[src/sv/rdf_pkg.sv]
// Shared types for the restoring divider with fraction.
// No dependencies; imported by rdf_cell and the top level.
package rdf_pkg;

  // Per-cell flow control: upstream valid and the common advance enable.
  typedef struct packed {
    logic valid;
    logic advance;
  } rdf_step_t;

endpackage

[src/sv/rdf_cell.sv]
// One restoring division step with its pipeline register.
// Depends on rdf_pkg for the flow control struct.
module rdf_cell #(
  parameter int DIVIDEND_BITS = 32,
  parameter int DIVISOR_BITS  = 8,
  parameter int FRACTION_BITS = 8
) (
  input  logic                                      clk_i,
  input  logic                                      rst_ni,
  input  rdf_pkg::rdf_step_t                        ctl_i,
  input  logic [DIVISOR_BITS:0]                     rem_i,
  input  logic [DIVISOR_BITS-1:0]                   den_i,
  input  logic [DIVIDEND_BITS+FRACTION_BITS-1:0]    word_i,
  output logic                                      valid_o,
  output logic [DIVISOR_BITS:0]                     rem_o,
  output logic [DIVISOR_BITS-1:0]                   den_o,
  output logic [DIVIDEND_BITS+FRACTION_BITS-1:0]    word_o
);
  import rdf_pkg::*;

  localparam int WordW = DIVIDEND_BITS + FRACTION_BITS;

  logic [DIVISOR_BITS:0]  rem_sh;
  logic [DIVISOR_BITS:0]  rem_d, rem_q;
  logic [DIVISOR_BITS-1:0] den_q;
  logic [WordW-1:0]       word_d, word_q;
  logic                   ge;
  logic                   valid_q;

  // Shift next bit (MSB of word) into remainder, trial subtract.
  always_comb begin
    rem_sh = {rem_i[DIVISOR_BITS-1:0], word_i[WordW-1]};
    ge     = rem_sh >= {1'b0, den_i};
    rem_d  = ge ? (rem_sh - {1'b0, den_i}) : rem_sh;
    word_d = (word_i << 1) | WordW'(ge);
  end

  always_ff @(posedge clk_i or negedge rst_ni) begin
    if (!rst_ni) begin
      valid_q <= 1'b0;
    end else if (ctl_i.advance) begin
      valid_q <= ctl_i.valid;
    end
  end

  always_ff @(posedge clk_i) begin
    if (ctl_i.advance) begin
      rem_q  <= rem_d;
      den_q  <= den_i;
      word_q <= word_d;
    end
  end

  assign valid_o = valid_q;
  assign rem_o   = rem_q;
  assign den_o   = den_q;
  assign word_o  = word_q;

  // Restoring invariant: remainder stays below a non-zero divisor.
  a_rem_below_den: assert property (@(posedge clk_i) disable iff (!rst_ni)
    (valid_q && (den_q != '0)) |-> (rem_q < {1'b0, den_q}))
    else $error("partial remainder not below divisor");

  // A frozen cell keeps its valid flag.
  a_hold_valid: assert property (@(posedge clk_i) disable iff (!rst_ni)
    !ctl_i.advance |=> (valid_q == $past(valid_q)))
    else $error("cell valid changed while frozen");

  // Divisor of a live transfer travels unchanged down the chain.
  a_den_carry: assert property (@(posedge clk_i) disable iff (!rst_ni)
    (ctl_i.advance && ctl_i.valid) |=> (den_q == $past(den_i)))
    else $error("divisor not carried");

endmodule

[src/sv/rdf_skid.sv]
// Output skid register decoupling the cell chain from the result stall.
// No package dependencies.
module rdf_skid #(
  parameter int WIDTH = 40
) (
  input  logic             clk_i,
  input  logic             rst_ni,
  input  logic             in_valid_i,
  input  logic [WIDTH-1:0] in_data_i,
  input  logic             stall_i,
  output logic             valid_o,
  output logic [WIDTH-1:0] data_o,
  output logic             full_o
);

  logic             full_d, full_q;
  logic [WIDTH-1:0] data_q;

  // Catch a result the consumer refuses; release when it takes it.
  always_comb begin
    if (full_q) begin
      full_d = stall_i;
    end else begin
      full_d = in_valid_i && stall_i;
    end
  end

  always_ff @(posedge clk_i or negedge rst_ni) begin
    if (!rst_ni) begin
      full_q <= 1'b0;
    end else begin
      full_q <= full_d;
    end
  end

  always_ff @(posedge clk_i) begin
    if (!full_q) begin
      data_q <= in_data_i;
    end
  end

  assign valid_o = full_q || in_valid_i;
  assign data_o  = full_q ? data_q : in_data_i;
  assign full_o  = full_q;

  a_full_shows: assert property (@(posedge clk_i) disable iff (!rst_ni)
    full_q |-> valid_o)
    else $error("skid full but no valid result");

  a_fill_cause: assert property (@(posedge clk_i) disable iff (!rst_ni)
    $rose(full_q) |-> $past(in_valid_i && stall_i))
    else $error("skid filled without a stalled result");

  a_drain: assert property (@(posedge clk_i) disable iff (!rst_ni)
    (full_q && !stall_i) |=> !full_q)
    else $error("skid not drained after transfer");

endmodule

[src/sv/restoring_divider_with_fraction.sv]
// Top level of the pipelined restoring divider with fraction bits.
// Depends on rdf_pkg, rdf_cell and rdf_skid.
//
// Divides an unsigned DIVIDEND_BITS dividend by an unsigned DIVISOR_BITS
// divisor, giving the integer quotient and FRACTION_BITS fraction bits
// (floor of remainder * 2^FRACTION_BITS / divisor). The datapath is a row of
// DIVIDEND_BITS + FRACTION_BITS identical cells, one restoring step each, so
// a new transfer is taken every clock unless the output skid register is full,
// and each result passes through every cell's register in turn. A divisor of
// zero needs no special path: each trial subtract of zero succeeds, so both
// fields come out all ones. A skid register at the output holds one result
// while the consumer stalls; the input stall is that register's full flag, so
// the chain freezes only after a refused result has been parked. The partial
// remainder carries one bit more than the divisor so large divisors divide
// correctly.
module restoring_divider_with_fraction #(
  parameter int DIVIDEND_BITS = 32,
  parameter int FRACTION_BITS = 8,
  parameter int DIVISOR_BITS  = 8
) (
  input  logic                                        clk_i,
  input  logic                                        rst_ni,
  input  logic                                        valid_i,
  output logic                                        stall_o,
  input  logic [DIVIDEND_BITS-1:0]                    dividend_i,
  input  logic [DIVISOR_BITS-1:0]                     divisor_i,
  output logic                                        valid_o,
  input  logic                                        stall_i,
  output logic [DIVIDEND_BITS-1:0]                    quotient_o,
  output logic [(FRACTION_BITS > 0 ? FRACTION_BITS : 1)-1:0] fraction_o
);
  import rdf_pkg::*;

  localparam int Steps = DIVIDEND_BITS + FRACTION_BITS;

  logic                     stage_valid [Steps+1];
  logic [DIVISOR_BITS:0]    stage_rem   [Steps+1];
  logic [DIVISOR_BITS-1:0]  stage_den   [Steps+1];
  logic [Steps-1:0]         stage_word  [Steps+1];

  logic             skid_full;
  logic             advance;
  logic [Steps-1:0] out_word;

  // Whole chain moves together unless the skid holds a refused result.
  assign advance = !skid_full;
  assign stall_o = skid_full;

  // Chain head: empty remainder, dividend left-aligned above zero fraction bits.
  assign stage_valid[0] = valid_i;
  assign stage_rem[0]   = '0;
  assign stage_den[0]   = divisor_i;
  assign stage_word[0]  = Steps'(dividend_i) << FRACTION_BITS;

  for (genvar k = 0; k < Steps; k++) begin : g_cell
    rdf_step_t ctl;

    assign ctl.valid   = stage_valid[k];
    assign ctl.advance = advance;

    rdf_cell #(
      .DIVIDEND_BITS(DIVIDEND_BITS),
      .DIVISOR_BITS (DIVISOR_BITS),
      .FRACTION_BITS(FRACTION_BITS)
    ) u_cell (
      .clk_i  (clk_i),
      .rst_ni (rst_ni),
      .ctl_i  (ctl),
      .rem_i  (stage_rem[k]),
      .den_i  (stage_den[k]),
      .word_i (stage_word[k]),
      .valid_o(stage_valid[k+1]),
      .rem_o  (stage_rem[k+1]),
      .den_o  (stage_den[k+1]),
      .word_o (stage_word[k+1])
    );
  end

  rdf_skid #(
    .WIDTH(Steps)
  ) u_skid (
    .clk_i     (clk_i),
    .rst_ni    (rst_ni),
    .in_valid_i(stage_valid[Steps]),
    .in_data_i (stage_word[Steps]),
    .stall_i   (stall_i),
    .valid_o   (valid_o),
    .data_o    (out_word),
    .full_o    (skid_full)
  );

  // Quotient bits sit above the fraction bits in the final word.
  assign quotient_o = DIVIDEND_BITS'(out_word >> FRACTION_BITS);

  if (FRACTION_BITS > 0) begin : g_frac
    assign fraction_o = out_word[FRACTION_BITS-1:0];
  end else begin : g_nofrac
    assign fraction_o = '0;
  end

  // Final remainder is below any non-zero divisor.
  a_final_rem: assert property (@(posedge clk_i) disable iff (!rst_ni)
    (stage_valid[Steps] && (stage_den[Steps] != '0))
      |-> (stage_rem[Steps] < {1'b0, stage_den[Steps]}))
    else $error("final remainder not below divisor");

  // An accepted transfer enters the first cell.
  a_enter: assert property (@(posedge clk_i) disable iff (!rst_ni)
    (valid_i && !stall_o) |=> stage_valid[1])
    else $error("accepted transfer lost at chain head");

  // Zero divisor yields an all-ones quotient and fraction.
  a_zero_div: assert property (@(posedge clk_i) disable iff (!rst_ni)
    (stage_valid[Steps] && (stage_den[Steps] == '0))
      |-> (stage_word[Steps] == {Steps{1'b1}}))
    else $error("zero divisor result not all ones");

endmodule
[config.mk]
export PLATFORM = sky130hd
export DESIGN_NAME = restoring_divider_with_fraction
export DESIGN_NICKNAME = d
export VERILOG_FILES = /design/src/sv/rdf_pkg.sv /design/src/sv/rdf_cell.sv /design/src/sv/rdf_skid.sv /design/src/sv/restoring_divider_with_fraction.sv
export SDC_FILE = /design/constraint.sdc
export NUM_CORES = 2
export LEC_CHECK = 0
export BUFFER_PORTS_ARGS = -buffer_cell sky130_fd_sc_hd__buf_2
export CAP_MARGIN = 0
export CELL_PAD_IN_SITES_DETAIL_PLACEMENT = 1
export CELL_PAD_IN_SITES_GLOBAL_PLACEMENT = 2
export CORE_UTILIZATION = 50
export CTS_BUF_LIST = sky130_fd_sc_hd__clkbuf_4 sky130_fd_sc_hd__clkbuf_8
export CTS_CLUSTER_DIAMETER = 80
export DETAILED_ROUTE_END_ITERATION = 16
export PLACE_DENSITY = 0.88
export SLEW_MARGIN = 20
export SYNTH_ARGS = -nofsm -noshare
export SYNTH_HDL_FRONTEND = slang
export SYNTH_SLANG_ARGS = --single-unit
[constraint.sdc]
create_clock -name clk_i -period 49.3 [get_ports clk_i]
set_clock_uncertainty 0.2 [all_clocks]
set_input_delay 9.86 -clock clk_i [delete_from_list [all_inputs] [get_ports clk_i]]
set_output_delay 9.86 -clock clk_i [all_outputs]
set_load 0.005 [all_outputs]
==> metrics.txt <==
cts repair resizes 0; Seq/Total Area, Yosys 76.9%; Ys Warns 0; FF-to-FF setup slack approximately 43 ns; first-pass GRT wire length about 210,000 microns; post-layout minimum cycle time ~13 ns; Clock Sinks just over 2k; Startpoint Class flip-flop; full die area around 0.16 sq mm; Final period util between 20% and 30%; drt wl/cell approximately 18 microns; worst setup path end fraction_o[6]; maximum number of pins on one net before global-route repair 195; Hold WC Path Type reg2reg; residual DRC count 0; Die Y 397 microns; Synth Register Bits about 2k; Worst Path Max Fanout 56; final hold violation count 0; MaxCap Viol Count 0; crit path kind reg2out; Iteration-0 DRC Markers 1,918; nets roughly 5.4k; Slowest cell on crit path dfrtp_4; DR pass1 iterations 5; asr flop ratio synth 2.03%; TritonCTS Buffers between 300 and 400; Setup crit end kind primary output; Worst path max stage delay 0.68 ns; row cnt ~140; port bufs 85; total congestion overflow 0; Final HPWL DP about 83,000 microns; vias in the first global route between 40k and 50k; H-tree levels 5; synthesized instance count 4,615; setup repair bufs after CTS 0; Routed WL approximately 130,000 microns; Hold Buf Count CTS 0; worst-path cell chain buf_4 > mux2_2 > buf_2; clock slew seen by the registers of the worst setup and hold paths approximately 0.060 ns; CTS root buf clkbuf_8; area share of the leading cell type in the synthesized netlist 74.5%; register area between 0.06 and 0.07 sq mm; fill count 14.3k; r2r worst-path depth 6; Max transition margin between 20% and 30%; Final Non-Filler Cells roughly 7.3k; post-synth net total 5,010; layout cells sized above 1 16.9%; worst skew pair latency 1.00 ns; ANT nets after route 0; footprint of the multi-input gates 0.0161 sq mm; Die X between 300 and 400 microns; number of flops mapped to enable cells by yosys between 1.5k and 2k; count leader, synth edfxtp_1; area leader, netlist edfxtp_1; Setup TNS Final 0 ns; worst slew pin tran 1.11 ns; Arr. time, crit path between 2 and 3 ns; pwr dens between 70 and 80 mW/mm^2; Avg Vias per Cell 5.17; Worst R2R Start u_skid.full_o; worst vdd rail ir drop 0.0000351 V; dominant synthesized flop cell edfxtp_1; CP required between 30 and 40 ns; final setup fails 0; top cells by count, synth edfxtp_1, inv_1, ha_1, nor2_1, a21oi_1; pins over their slew limit 0; CTS tree done; gr usage total between 10% and 20%; top cells by area, synth edfxtp_1, ha_1, mux2_2, inv_1, a21oi_1; initial antenna violation count 2; Syn-to-layout area delta 12.3%; fmax around 77 MHz; DR vias ~38k; IO Pins 86; post-synthesis cell type count 62; unrepaired setup endpoints after global routing false; Core ar. roughly 0.15 sq mm; outcome finished clean; Final Util a little under three fifths; LEAKAGE 33.6 nW; critical path launch point u_skid.full_o; syn_area_per_cell between 15 and 20 sq um; Mapped Area 0.0782 sq mm; placed cell count 6,731; R2R Path End g_cell[13].u_cell.den_o[3]; GPL Wtd Cong just under 0.8; initial core utilization 50.6%; maximum root-to-sink buffer count 4
## worst max-delay path: cells and delay by family (launching register included)
kind	cells	cell delay (ns)
buf+inv	2	0.79
mux	1	0.43
flops	1	0.68
## how the worst min path moves through the flow
stage | cells past startpoint | startpoint | slack, ns | to
2_1_floorplan | 0 | g_cell[9].u_cell.word_o[9] | 0.20 | g_cell[10].u_cell.word_o[10]
3_3_place_gp | 0 | g_cell[23].u_cell.word_o[0] | 0.20 | g_cell[24].u_cell.word_o[1]
3_5_place_dp | 0 | g_cell[25].u_cell.word_o[38] | 0.21 | g_cell[26].u_cell.word_o[39]
4_1_cts | 0 | g_cell[20].u_cell.word_o[16] | 0.15 | g_cell[21].u_cell.word_o[17]
5_1_grt | 0 | g_cell[20].u_cell.word_o[16] | 0.17 | g_cell[21].u_cell.word_o[17]
6_report | 0 | g_cell[20].u_cell.word_o[16] | 0.15 | g_cell[21].u_cell.word_o[17]
## layout by cell type, fill, tap and decap left out, types with 91 or more instances in the layout
master / instances
ha_1: 313
nor2_1: 251
xnor2_1: 101
edfxtp_1: 1940
mux2_2: 180
clkbuf_4: 112
inv_1: 477
o21ai_0: 164
clkbuf_8: 356
a21oi_1: 244
nand2_1: 91
## metrics by stage
stage / setup WS, ns / hold slack, ns / cell area [sq um] / power (W)
6_report: 36.27 / 0.150 / 87800 / 0.00616
5_1_grt: 36.07 / 0.165 / 87800 / 0.00655
4_1_cts: 36.11 / 0.150 / 87800 / 0.00625
3_5_place_dp: 37.25 / 0.205 / 81200 / 0.00476
3_3_place_gp: 37.34 / 0.200 / 81200 / 0.00461
2_1_floorplan: 8.86 / 0.200 / 78200 / 0.00482
## final cells by class
class | instances | area share (%)
antenna | 2 | 0.00570
tap | 2044 | 2.91
timing repair buffer | 106 | 0.738
sequential | 2021 | 68.4
clock buffer | 468 | 6.54
inverter | 481 | 2.07
multi-input combinational | 2080 | 18.4
clock inverter | 125 | 0.911
## sequential cells by signal, indices dropped and copies added, names as in the netlist
signal                 count
g_cell.u_cell.rem_o      312
g_cell.u_cell.valid_o     40
u_skid.full_o              1
u_skid.data_q             40
g_cell.u_cell.word_o    1316
g_cell.u_cell.den_o      312
## metal layers
layer / vias to the layer above / part of all wire, % / global-route usage, %
li1: 18098 / - / -
met1: 18799 / 41 / 19.6
met2: 593 / 52 / 29.5
met3: 361 / 3.5 / 3.37
met4: 0 / 3.5 / 7.36
met5: - / 0 / 0
## where the power goes
part / internal (W) / switching (W)
logic: 0.000769 / 0.00103
clock network: 0.000802 / 0.000633
registers: 0.00270 / 0.000237
total: 0.00427 / 0.00190
## kinds of logic after synthesis
group / count (synthesis) / synth area share [%]
mux: 212 / 3.00
flops: 2021 / 76.9
xor+xnor: 143 / 1.60
buf+inv: 514 / 2.48
compound gates: 743 / 6.13
simple gates: 631 / 3.94
fa+ha+maj: 351 / 5.98
Power figures use the tool's default switching activity.
